==> config.mk <==
export PLATFORM = sky130hd
export DESIGN_NAME = packet_timeline_monitor_top_flat
export DESIGN_NICKNAME = d
export VERILOG_FILES = /design/src/rtl/core/ptm_pkg.sv /design/src/rtl/core/ptm_in_if.sv /design/src/rtl/core/ptm_out_if.sv /design/src/rtl/core/packet_timeline_monitor_top.sv /design/src/flat_wrapper.sv
export SDC_FILE = /design/constraint.sdc
export NUM_CORES = 2
export LEC_CHECK = 0
export ABC_AREA = 1
export BUFFER_PORTS_ARGS = -buffer_cell sky130_fd_sc_hd__buf_2
export CAP_MARGIN = 20
export CORE_ASPECT_RATIO = 0.75
export CORE_MARGIN = 2
export CORE_UTILIZATION = 56
export CTS_CLUSTER_SIZE = 25
export DETAILED_ROUTE_END_ITERATION = 7
export GPL_TIMING_DRIVEN = 0
export PLACE_DENSITY = 0.77
export SLEW_MARGIN = 10
export SYNTH_ARGS = -nofsm -noshare
export SYNTH_HDL_FRONTEND = slang
export SYNTH_SLANG_ARGS = --single-unit
==> constraint.sdc <==
create_clock -name clk -period 18.94 [get_ports clk]
set_input_delay 3.788 -clock clk [delete_from_list [all_inputs] [get_ports clk]]
set_output_delay 3.788 -clock clk [all_outputs]
set_load 0.005 [all_outputs]
==> src/rtl/core/ptm_pkg.sv <==
package ptm_pkg;

  localparam int PTM_COUNTER_WIDTH = 32;
  localparam int PTM_RATE_W        = 19;
  localparam int PTM_TOL_W         = 32;
  localparam int PTM_FRAMES_W      = 16;
  localparam int PTM_STAMP_W       = 64;
  localparam int PTM_SPAN_W        = 40;
  localparam int PTM_SEEN_W        = 48;
  localparam int PTM_TOTAL_W       = 32;

  // 10^7 ticks of 100 ns per second
  localparam int PTM_TICKS_W = 24;
  localparam logic [PTM_TICKS_W-1:0] PTM_TICKS = 24'd10_000_000;

  // dividend frames * ticks + rate / 2 fits in 40 bits
  localparam int PTM_NUM_W = PTM_FRAMES_W + PTM_TICKS_W;

  localparam logic [PTM_RATE_W-1:0] PTM_RATE_RESET = 19'd48000;
  localparam logic [PTM_TOL_W-1:0]  PTM_TOL_RESET  = 32'd10000;

  // apb register map
  localparam int PTM_ADDR_W = 3;
  localparam logic PTM_REG_RATE          = 1'b0;
  localparam logic PTM_REG_GAP_TOLERANCE = 1'b1;

  typedef struct packed {
    logic [15:0] frame_count;
    logic [63:0] device_pos;
    logic [63:0] stamp;
    logic        discontinuity;
    logic        stamp_error;
  } ptm_in_t;

  typedef struct packed {
    logic [31:0] discontinuity_total;
    logic [31:0] stamp_error_total;
    logic [31:0] gap_total;
    logic [31:0] regression_total;
    logic        gap_seen;
    logic        regression_seen;
    logic        timeline_ok;
    logic [39:0] span_frames;
    logic [63:0] span_ticks;
    logic [47:0] frames_total;
  } ptm_out_t;

  typedef enum logic [2:0] {
    S_IDLE,
    S_MUL,
    S_DIV,
    S_STEP,
    S_DIFF,
    S_FIN
  } ptm_state_t;

endpackage

==> src/rtl/core/ptm_in_if.sv <==
interface ptm_in_if;
  import ptm_pkg::*;

  logic    valid;
  logic    ready;
  ptm_in_t data;

  modport source (output valid, output data, input ready);
  modport sink (input valid, input data, output ready);
  modport mon (input valid, input data, input ready);
endinterface

==> src/rtl/core/ptm_out_if.sv <==
interface ptm_out_if;
  import ptm_pkg::*;

  logic     valid;
  logic     ready;
  ptm_out_t data;

  modport source (output valid, output data, input ready);
  modport sink (input valid, input data, output ready);
  modport mon (input valid, input data, input ready);
endinterface

==> src/rtl/core/packet_timeline_monitor_top.sv <==
// channel   direction  protocol      payload
// in_if     in         valid/ready   frame_count, device_pos, stamp, flags
// out_if    out        valid/ready   totals, per-packet flags, spans
// cfg_*     in/out     apb, 32 bit   0x0 frame rate, 0x4 gap_tolerance
//
// each beat goes through the 40-step restoring divider that predicts the timestamp step;
// the next beat is accepted only once the previous one has reached the finish step.
// in_if.ready is high only in idle; a waiting result does not block the next accept.
// if the previous result is still untaken, the finish step waits for it.
// rst_n is synchronous, active low, and clears all counters and timeline state.
module packet_timeline_monitor_top #(
  parameter int COUNTER_WIDTH = ptm_pkg::PTM_COUNTER_WIDTH
) (
  input  logic                            clk,
  input  logic                            rst_n,
  ptm_in_if.sink                          in_if,
  ptm_out_if.source                       out_if,
  input  logic                            cfg_psel,
  input  logic                            cfg_penable,
  input  logic                            cfg_pwrite,
  input  logic [ptm_pkg::PTM_ADDR_W-1:0]  cfg_paddr,
  input  logic [31:0]                     cfg_pwdata,
  output logic [31:0]                     cfg_prdata,
  output logic                            cfg_pready
);
  import ptm_pkg::*;

  localparam int CNT_W  = $clog2(PTM_NUM_W);
  localparam int REM_W  = PTM_RATE_W + 1;

  ptm_state_t state_r, state_nxt;

  // configuration
  logic [PTM_RATE_W-1:0] rate_r;
  logic [PTM_TOL_W-1:0]  tol_r;
  logic                  cfg_wr;

  // latched beat
  ptm_in_t item_r;

  // timeline state
  logic [COUNTER_WIDTH-1:0] disc_cnt_r, serr_cnt_r, gap_cnt_r, regr_cnt_r;
  logic                     tl_valid_r;
  logic [PTM_STAMP_W-1:0]   base_stamp_r, prev_stamp_r, prev_pos_r;
  logic [PTM_FRAMES_W-1:0]  prev_frames_r;
  logic [PTM_SPAN_W-1:0]    fsb_r;
  logic [PTM_SEEN_W-1:0]    seen_r;

  // timestamp step divider
  logic [PTM_NUM_W-1:0]  num_r;
  logic [REM_W-1:0]      rem_r;
  logic [PTM_RATE_W-1:0] div_r;
  logic [CNT_W-1:0]      cnt_r;
  logic [REM_W-1:0]      rem_sh;
  logic                  q_bit;
  logic [PTM_RATE_W-1:0] rate_eff;

  logic [PTM_STAMP_W-1:0] actual_r, diff_r, span_r;

  logic out_valid_r;
  ptm_out_t out_r;

  logic fin_go, load_item, qual, check, gap, regress;

  // ---------------------------------------------------------------- config
  assign cfg_pready = 1'b1;
  assign cfg_wr     = cfg_psel & cfg_penable & cfg_pwrite;

  always_comb begin
    case (cfg_paddr[2])
      PTM_REG_RATE:          cfg_prdata = 32'(rate_r);
      PTM_REG_GAP_TOLERANCE: cfg_prdata = tol_r;
      default:               cfg_prdata = '0;
    endcase
  end

  always_ff @(posedge clk) begin
    if (!rst_n) begin
      rate_r <= PTM_RATE_RESET;
      tol_r  <= PTM_TOL_RESET;
    end else if (cfg_wr) begin
      case (cfg_paddr[2])
        PTM_REG_RATE:          rate_r <= cfg_pwdata[PTM_RATE_W-1:0];
        PTM_REG_GAP_TOLERANCE: tol_r  <= cfg_pwdata;
        default: ;
      endcase
    end
  end

  // ---------------------------------------------------------------- fsm
  always_comb begin
    state_nxt = state_r;
    case (state_r)
      S_IDLE: if (in_if.valid) state_nxt = S_MUL;
      S_MUL:  state_nxt = S_DIV;
      S_DIV:  if (cnt_r == CNT_W'(PTM_NUM_W - 1)) state_nxt = S_STEP;
      S_STEP: state_nxt = S_DIFF;
      S_DIFF: state_nxt = S_FIN;
      S_FIN:  if (fin_go) state_nxt = S_IDLE;
      default: state_nxt = S_IDLE;
    endcase
  end

  always_comb begin
    in_if.ready = 1'b0;
    load_item   = 1'b0;
    fin_go      = 1'b0;
    case (state_r)
      S_IDLE: begin
        in_if.ready = 1'b1;
        load_item   = in_if.valid;
      end
      S_FIN: fin_go = !out_valid_r || out_if.ready;
      default: ;
    endcase
  end

  always_ff @(posedge clk) begin
    if (!rst_n) state_r <= S_IDLE;
    else        state_r <= state_nxt;
  end

  // ---------------------------------------------------------------- datapath
  assign rate_eff = (rate_r == '0) ? PTM_RATE_W'(1) : rate_r;
  assign rem_sh   = {rem_r[REM_W-2:0], num_r[PTM_NUM_W-1]};
  assign q_bit    = rem_sh >= REM_W'(div_r);

  assign qual    = !item_r.discontinuity && !item_r.stamp_error;
  assign check   = qual && tl_valid_r;
  assign gap     = check && (diff_r > PTM_STAMP_W'(tol_r));
  assign regress = check && (item_r.device_pos < prev_pos_r);

  always_ff @(posedge clk) begin
    if (load_item) item_r <= in_if.data;
    case (state_r)
      S_MUL: begin
        num_r <= PTM_NUM_W'(prev_frames_r) * PTM_NUM_W'(PTM_TICKS)
               + PTM_NUM_W'(rate_eff >> 1);
        rem_r <= '0;
        div_r <= rate_eff;
        cnt_r <= '0;
      end
      S_DIV: begin
        // restoring step, quotient shifts in from the right
        rem_r <= q_bit ? rem_sh - REM_W'(div_r) : rem_sh;
        num_r <= {num_r[PTM_NUM_W-2:0], q_bit};
        cnt_r <= cnt_r + 1'b1;
      end
      S_STEP: begin
        actual_r <= (item_r.stamp >= prev_stamp_r) ? item_r.stamp - prev_stamp_r : '0;
        // span against the state this beat leaves behind
        if (qual && !tl_valid_r) span_r <= '0;
        else if (qual)
          span_r <= (item_r.stamp >= base_stamp_r) ? item_r.stamp - base_stamp_r : '0;
        else
          span_r <= (prev_stamp_r >= base_stamp_r) ? prev_stamp_r - base_stamp_r : '0;
      end
      S_DIFF: begin
        diff_r <= (actual_r > PTM_STAMP_W'(num_r)) ? actual_r - PTM_STAMP_W'(num_r)
                                                    : PTM_STAMP_W'(num_r) - actual_r;
      end
      default: ;
    endcase
  end

  // ---------------------------------------------------------------- timeline update
  logic [COUNTER_WIDTH-1:0] disc_nxt, serr_nxt, gap_nxt, regr_nxt;
  logic [PTM_SPAN_W:0]      fsb_sum;
  logic [PTM_SPAN_W-1:0]    fsb_nxt;
  logic [PTM_SEEN_W:0]      seen_sum;
  logic [PTM_SEEN_W-1:0]    seen_nxt;

  always_comb begin
    disc_nxt = disc_cnt_r;
    serr_nxt = serr_cnt_r;
    gap_nxt  = gap_cnt_r;
    regr_nxt = regr_cnt_r;
    if (item_r.discontinuity && !(&disc_cnt_r)) disc_nxt = disc_cnt_r + 1'b1;
    if (item_r.stamp_error && !(&serr_cnt_r))   serr_nxt = serr_cnt_r + 1'b1;
    if (gap && !(&gap_cnt_r))                   gap_nxt  = gap_cnt_r + 1'b1;
    if (regress && !(&regr_cnt_r))              regr_nxt = regr_cnt_r + 1'b1;

    fsb_sum = {1'b0, fsb_r} + (PTM_SPAN_W + 1)'(prev_frames_r);
    if (qual && !tl_valid_r)   fsb_nxt = '0;
    else if (check)            fsb_nxt = fsb_sum[PTM_SPAN_W] ? '1 : fsb_sum[PTM_SPAN_W-1:0];
    else                       fsb_nxt = fsb_r;

    seen_sum = {1'b0, seen_r} + (PTM_SEEN_W + 1)'(item_r.frame_count);
    seen_nxt = seen_sum[PTM_SEEN_W] ? '1 : seen_sum[PTM_SEEN_W-1:0];
  end

  always_ff @(posedge clk) begin
    if (!rst_n) begin
      disc_cnt_r    <= '0;
      serr_cnt_r    <= '0;
      gap_cnt_r     <= '0;
      regr_cnt_r    <= '0;
      tl_valid_r    <= 1'b0;
      base_stamp_r  <= '0;
      prev_stamp_r  <= '0;
      prev_pos_r    <= '0;
      prev_frames_r <= '0;
      fsb_r         <= '0;
      seen_r        <= '0;
    end else if (fin_go) begin
      disc_cnt_r <= disc_nxt;
      serr_cnt_r <= serr_nxt;
      gap_cnt_r  <= gap_nxt;
      regr_cnt_r <= regr_nxt;
      tl_valid_r <= qual;
      fsb_r      <= fsb_nxt;
      seen_r     <= seen_nxt;
      if (qual) begin
        if (!tl_valid_r) base_stamp_r <= item_r.stamp;
        prev_stamp_r  <= item_r.stamp;
        prev_pos_r    <= item_r.device_pos;
        prev_frames_r <= item_r.frame_count;
      end
    end
  end

  // ---------------------------------------------------------------- output register
  always_ff @(posedge clk) begin
    if (!rst_n)            out_valid_r <= 1'b0;
    else if (fin_go)       out_valid_r <= 1'b1;
    else if (out_if.ready) out_valid_r <= 1'b0;
  end

  always_ff @(posedge clk) begin
    if (fin_go) begin
      out_r.discontinuity_total <= PTM_TOTAL_W'(disc_nxt);
      out_r.stamp_error_total   <= PTM_TOTAL_W'(serr_nxt);
      out_r.gap_total           <= PTM_TOTAL_W'(gap_nxt);
      out_r.regression_total    <= PTM_TOTAL_W'(regr_nxt);
      out_r.gap_seen            <= gap;
      out_r.regression_seen     <= regress;
      out_r.timeline_ok         <= qual;
      out_r.span_frames         <= fsb_nxt;
      out_r.span_ticks          <= span_r;
      out_r.frames_total        <= seen_nxt;
    end
  end

  assign out_if.valid = out_valid_r;
  assign out_if.data  = out_r;

endmodule

==> src/flat_wrapper.sv <==
// flat-port wrapper written by rule: the top's interface ports become plain ports
module packet_timeline_monitor_top_flat import ptm_pkg::*;
#(
  parameter int COUNTER_WIDTH = ptm_pkg::PTM_COUNTER_WIDTH
)
  (clk, rst_n, cfg_psel, cfg_penable, cfg_pwrite, cfg_paddr, cfg_pwdata, cfg_prdata, cfg_pready, in_if_valid, in_if_data, in_if_ready, out_if_valid, out_if_data, out_if_ready);
  ptm_in_if in_if_i ();
  ptm_out_if out_if_i ();
  input  logic clk;
  input  logic rst_n;
  input  logic cfg_psel;
  input  logic cfg_penable;
  input  logic cfg_pwrite;
  input  logic [ptm_pkg::PTM_ADDR_W-1:0] cfg_paddr;
  input  logic [31:0] cfg_pwdata;
  output logic [31:0] cfg_prdata;
  output logic cfg_pready;
  input wire logic [$bits(in_if_i.valid)-1:0] in_if_valid;
  input wire logic [$bits(in_if_i.data)-1:0] in_if_data;
  output wire logic [$bits(in_if_i.ready)-1:0] in_if_ready;
  output wire logic [$bits(out_if_i.valid)-1:0] out_if_valid;
  output wire logic [$bits(out_if_i.data)-1:0] out_if_data;
  input wire logic [$bits(out_if_i.ready)-1:0] out_if_ready;
  assign in_if_i.valid = in_if_valid;
  assign in_if_i.data = in_if_data;
  assign in_if_ready = in_if_i.ready;
  assign out_if_valid = out_if_i.valid;
  assign out_if_data = out_if_i.data;
  assign out_if_i.ready = out_if_ready;
  packet_timeline_monitor_top #(.COUNTER_WIDTH(COUNTER_WIDTH)) u_core (.clk(clk), .rst_n(rst_n), .in_if(in_if_i), .out_if(out_if_i), .cfg_psel(cfg_psel), .cfg_penable(cfg_penable), .cfg_pwrite(cfg_pwrite), .cfg_paddr(cfg_paddr), .cfg_pwdata(cfg_pwdata), .cfg_prdata(cfg_prdata), .cfg_pready(cfg_pready));
endmodule
Word level (Yosys, flattened, before mapping)
Cells that the tools add are included.
{"block": "totals", "wordCells": 131, "input_bits": 188, "out_inout_bits": 318, "register_bits": 1185}
{"block": "op_classes", "addsub": 14, "mul": 1, "magnitude_cmp": 7, "eq_ne": 9, "muxes": 27, "n_reduce_logical": 31, "bitwise": 4}
{"op": "$mux 64", "count": 4}
{"op": "$ge 64x64->1", "count": 3}
{"op": "$sub 64x64->64", "count": 3}
{"op": "$add 32x1->32 const B", "count": 4}
{"op": "$mux 32", "count": 4}
{"op": "$reduce_and 32->1", "count": 4}
{"op": "$mux 40", "count": 3}
{"op": "$pmux 40 s2", "count": 1}
{"op": "$gt 64x32->1", "count": 1}
{"op": "$gt 64x40->1", "count": 1}
{"op": "$lt 64x64->1", "count": 1}
{"op": "$pmux 32 s2", "count": 1}
{"op": "$sub 40x64->64", "count": 1}
{"op": "$sub 64x40->64", "count": 1}
{"op": "$add 48x16->49", "count": 1}
{"op": "$mux 48", "count": 1}
{"op": "$add 40x16->41", "count": 1}
{"op": "$add 40x18->40", "count": 1}
{"op": "$mux 19", "count": 2}
{"op": "$pmux 19 s2", "count": 1}
{"op": "$mul 16x17->33 const B", "count": 1}
{"op": "$ge 20x19->1", "count": 1}
{"op": "$logic_not 19->1", "count": 1}
{"op": "$sub 19x19->19", "count": 1}
{"op": "20 further kinds", "count": 50}

Longest topological paths before layout
{"block": "logic_depth", "depth_word": 6, "ltp_mapped": 31, "depth_no_buf": 31}

Worst setup path before layout
Ideal clock, no wire load.
{"block": "synth_timing", "path_type": "input-to-reg", "from": "input port in_if_valid", "to": "register u_core.item_r[0] in the netlist's numbering, enable pin", "path_buffers": 0, "required_time_ps": 17931, "path_stages": 2, "setup_slack_ps": 423, "setup_ps": 1009, "arrival_time_ps": 17508, "cell_sequence": "inv_1 nor4_1"}
{"block": "synth_via", "elab_chain_cells": 1}
{"item": "start, declared", "line_no": "flat_wrapper.sv:18", "rtl": "input wire logic [$bits(in_if_i.valid)-1:0] in_if_valid;"}
{"item": "$mux 1", "line_no": "packet_timeline_monitor_top.sv:108", "rtl": "case (state_r)"}
{"item": "named net u_core.load_item", "line_no": "packet_timeline_monitor_top.sv:63", "rtl": "logic fin_go, load_item, qual, check, gap, regress;"}
{"item": "end signal, assigned", "line_no": "packet_timeline_monitor_top.sv:134", "rtl": "if (load_item) item_r <= in_if.data;"}
{"item": "end, declared", "line_no": "packet_timeline_monitor_top.sv:39", "rtl": "ptm_in_t item_r;"}
The timed path passes the listed nets, and every way through them passes these cells.
A chain may end at the register's enable or synchronous reset.

Worst setup path after layout
{"block": "layout_timing", "from": "input port cfg_paddr[2] in the netlist's numbering", "to": "output port cfg_prdata[11]"}
{"block": "layout_via", "elab_chain_cells": 2}
{"item": "start, declared", "line_no": "flat_wrapper.sv:14", "rtl": "input logic [ptm_pkg::PTM_ADDR_W-1:0] cfg_paddr;"}
{"item": "$not 1->1", "line_no": "packet_timeline_monitor_top.sv:70", "rtl": "case (cfg_paddr[2])"}
{"item": "$pmux 32 s2 *", "line_no": "packet_timeline_monitor_top.sv:70"}
{"item": "end, declared", "line_no": "flat_wrapper.sv:16", "rtl": "output logic [31:0] cfg_prdata;"}
Every way passes the cells marked *; elsewhere a longest branch is shown, timed or not.

==> impl_metrics.ini <==
[outcome]
status = complete, but fails checks
violations = DRC

[min_path]
hold_class = flop to flop
whs_endpoint = u_core.out_if.data[57]
min_path_cells = 0
holdCritStartpoint = u_core.span_r[9]

[critical_path]
reg2reg_setup_slack_ps = 12070
cpPeakStageDelay_ps = 370
worstRegToRegCells = 30
crit_required_ps = 15150
r2r_end = u_core.num_r[39]
cp-start-kind = input port
crit_top_cell = buf_2
r2r_start = u_core.prev_frames_r[5]
critPathKind = input port to output port
endpoint_kind = output port
cp_max_fo = 10
arrival_ps = 4930
startpoint = cfg_paddr[2]
crit_slowest_cell = clkbuf_1
worstPathCellList = buf_2 > inv_1 > clkbuf_1 > nand2_1 > o21ai_0 > buf_2

[yosys]
synth_cell_types = 70
synth_top_cell_by_area = edfxtp_1
syn_nets = 11500
yosysWarnings = 0
syn-mean-instance-area_um2 = 7.57
synthMuxAreaShare_pct = 0
synth_seq_cells = 1185
synthFlopType = edfxtp_1
synth_simple_gate_area_share_pct = 22.0
synth_edf_count = 705
synthAdderAreaFrac_pct = 10.9
synth_xor_area_share_pct = 4.48
netlist_area_um2 = 80300
synthesis.instances = 10600
yosysTopAreaCellShare_pct = 26.4
postSynth.asyncResetShare_pct = 0
ys_top_cells_by_area = edfxtp_1 (26%), dfxtp_1 (12%), nand2_1 (9.7%), ha_1 (9.1%), inv_1 (8.0%)
synth_top_family_by_area = simple AND/OR/NAND/NOR gates
ys_seq_area_share_pct = 38.3
synth-compound-area-share_pct = 14.3

[timing]
hold_viol_final = 0
rsz0062_at_grt = false
setup_ws_ps = 10230
skew_ps = 60.6
max-slew-margin-rel_pct = 20.2
clock.fmax_mhz = 115
setup_viol = 0
fin_crit_ps = 8710
tightest_slew_ps = 1200
layout_worst_path_cycle_share_pct = 46.0
finalMaxSlewViolations = 0

[placed_design]
dp_slack_ps = 10230
place.port_buffers = 501
place_area_um2 = 85500
gp_congestion = 1.07
dpl.hpwl_um = 253000

[floorplan]
die_height_um = 332
die_w_um = 441
rows = 120
dieArea_um2 = 146000
num_io_pins = 506
initial_core_util_pct = 56.4
core_area_um2 = 142000

[detailed_routing]
drc = 1
drt_pass1_iterations = 8
num_vias = 78800
wl_per_cell_um = 23.1
wl_um = 307000
ant_nets = 0
drt_iter0_drc = 10200
viasPerCell = 5.94

[clocking]
cts_made_buffers = 115
post_cts_resized = 0
clock_latency_ps = 810
clk_pin_slew_worst_paths_ps = 70
cts.htree.levels = 3
ctsHoldBuffers = 0
cts_setup_buffers = 0
cts_tree = done
cts_buffer_depth = 3
clock_sinks = 1185
cts-root-buf = clkbuf_16

[cells_and_area]
nets = 12100
area_growth_pct = 11.5
n_fill_cell = 12600
final_common_cell = nand2_1
final_cell_mix = nand2_1 (2069), inv_1 (1713), nor2_1 (1091)
fin_area_um2 = 89500
drive_gt1_share_pct = 8.54

[grt]
grt_pass1_vias = 72800
grt_max_degree = 108
grt_usage_pct = 40.6
grt_overflow = 0
grt_pass1_wl_um = 448000
antenna_found_initial = 36

[pwr]
total_power_uw = 7280
power_leakage_uw = 0.0410
power_density_nw_per_um2 = 81.3
peakVddDrop_mv = 0.0953

[flow_run]
maxCapViolations = 0
[synthesized netlist by cell type (all sizes together) (4+ instances only)]
library cell	n
o211ai	26
a21o	62
fa	75
inv	1742
dfxtp	480
o21a	28
clkinv	5
nor2	1125
or2	33
nor3	151
edfxtp	705
a21oi	936
xnor2	120
a211oi	11
buf	121
o21ai	892
a31oi	63
nand4	195
a22oi	4
xor2	291
o31ai	5
nand3	475
nand2	2086
o21bai	43
a21boi	24
nand3b	28
nor4	61
and3	9
clkbuf	175
o22ai	39
ha	581
[through the flow]
step | setup TNS, ps | util, % | instances | hold WS (ps)
after floorplan | 0 | - | 10600 | 400
after global placement | -1012210 | 59.8 | 13000 | 400
after detailed placement | 0 | 60.0 | 13000 | 405
after CTS | 0 | 62.8 | 13300 | 415
after global routing | 0 | 62.8 | 13300 | 420
final | 0 | 62.8 | 13300 | 412
[area by class of cell]
cell class                 count  area [um^2]  area share (%)
timing repair buffer         534         2840            3.18
sequential                  1185        30800            34.4
clock buffer                 161         3280            3.66
clock inverter                57          667           0.745
tap                         1891         2370            2.64
multi-input combinational   7384        41600            46.4
buffer                       296         1440            1.61
inverter                    1747         6570            7.34
antenna                       14         35.0          0.0391
[routing by layer]
metal  global-route usage, %  vias up  share of wire [%]
met5                       0        -              0.049
met4                    15.5       24                4.5
met3                    9.08      652                 12
met2                    58.1     4737                 41
met1                    59.3    37000                 43
li1                        -    36300                  -
[cells by family after synthesis]
kind of cell / after synthesis
buffers and inverters: 2043
xor gates and xnor gates: 411
adders and majority gates: 656
and+or+nand+nor: 4169
AOI/OAI and AO/OA: 2147
DFF: 1185
other: 1
[how the worst max path moves through the flow]
stage	endpoint	slack (ps)	depth (start not counted)
floorplan	u_core.item_r[0]	420	2
global placement	u_core.item_r[10]	-6960	3
detailed placement	cfg_prdata[30]	10230	6
CTS	cfg_prdata[30]	10230	6
global route	cfg_prdata[30]	10110	6
finish	cfg_prdata[11]	10230	6
[critical path, delay by kind of cell]
kind	cells	cell delay, ps
buffers and inverters	4	820
AO/OA/AOI/OAI	1	210
AND/OR/NAND/NOR	1	110
[power breakdown]
group / internal (uW) / switching, uW
Clock: 1330 / 1090
Sequential: 2910 / 136
Combinational: 542 / 1270
[sequential cells by signal (all words and copies together) (netlist names), 48 cells and up]
signal               count
u_core.prev_stamp_r     64
u_core.out_if.data     283
u_core.actual_r         64
u_core.seen_r           48
u_core.base_stamp_r     64
u_core.diff_r           64
u_core.span_r           64
u_core.prev_pos_r       64
u_core.item_r          146
No activity file was read; power rests on OpenSTA's default activity.
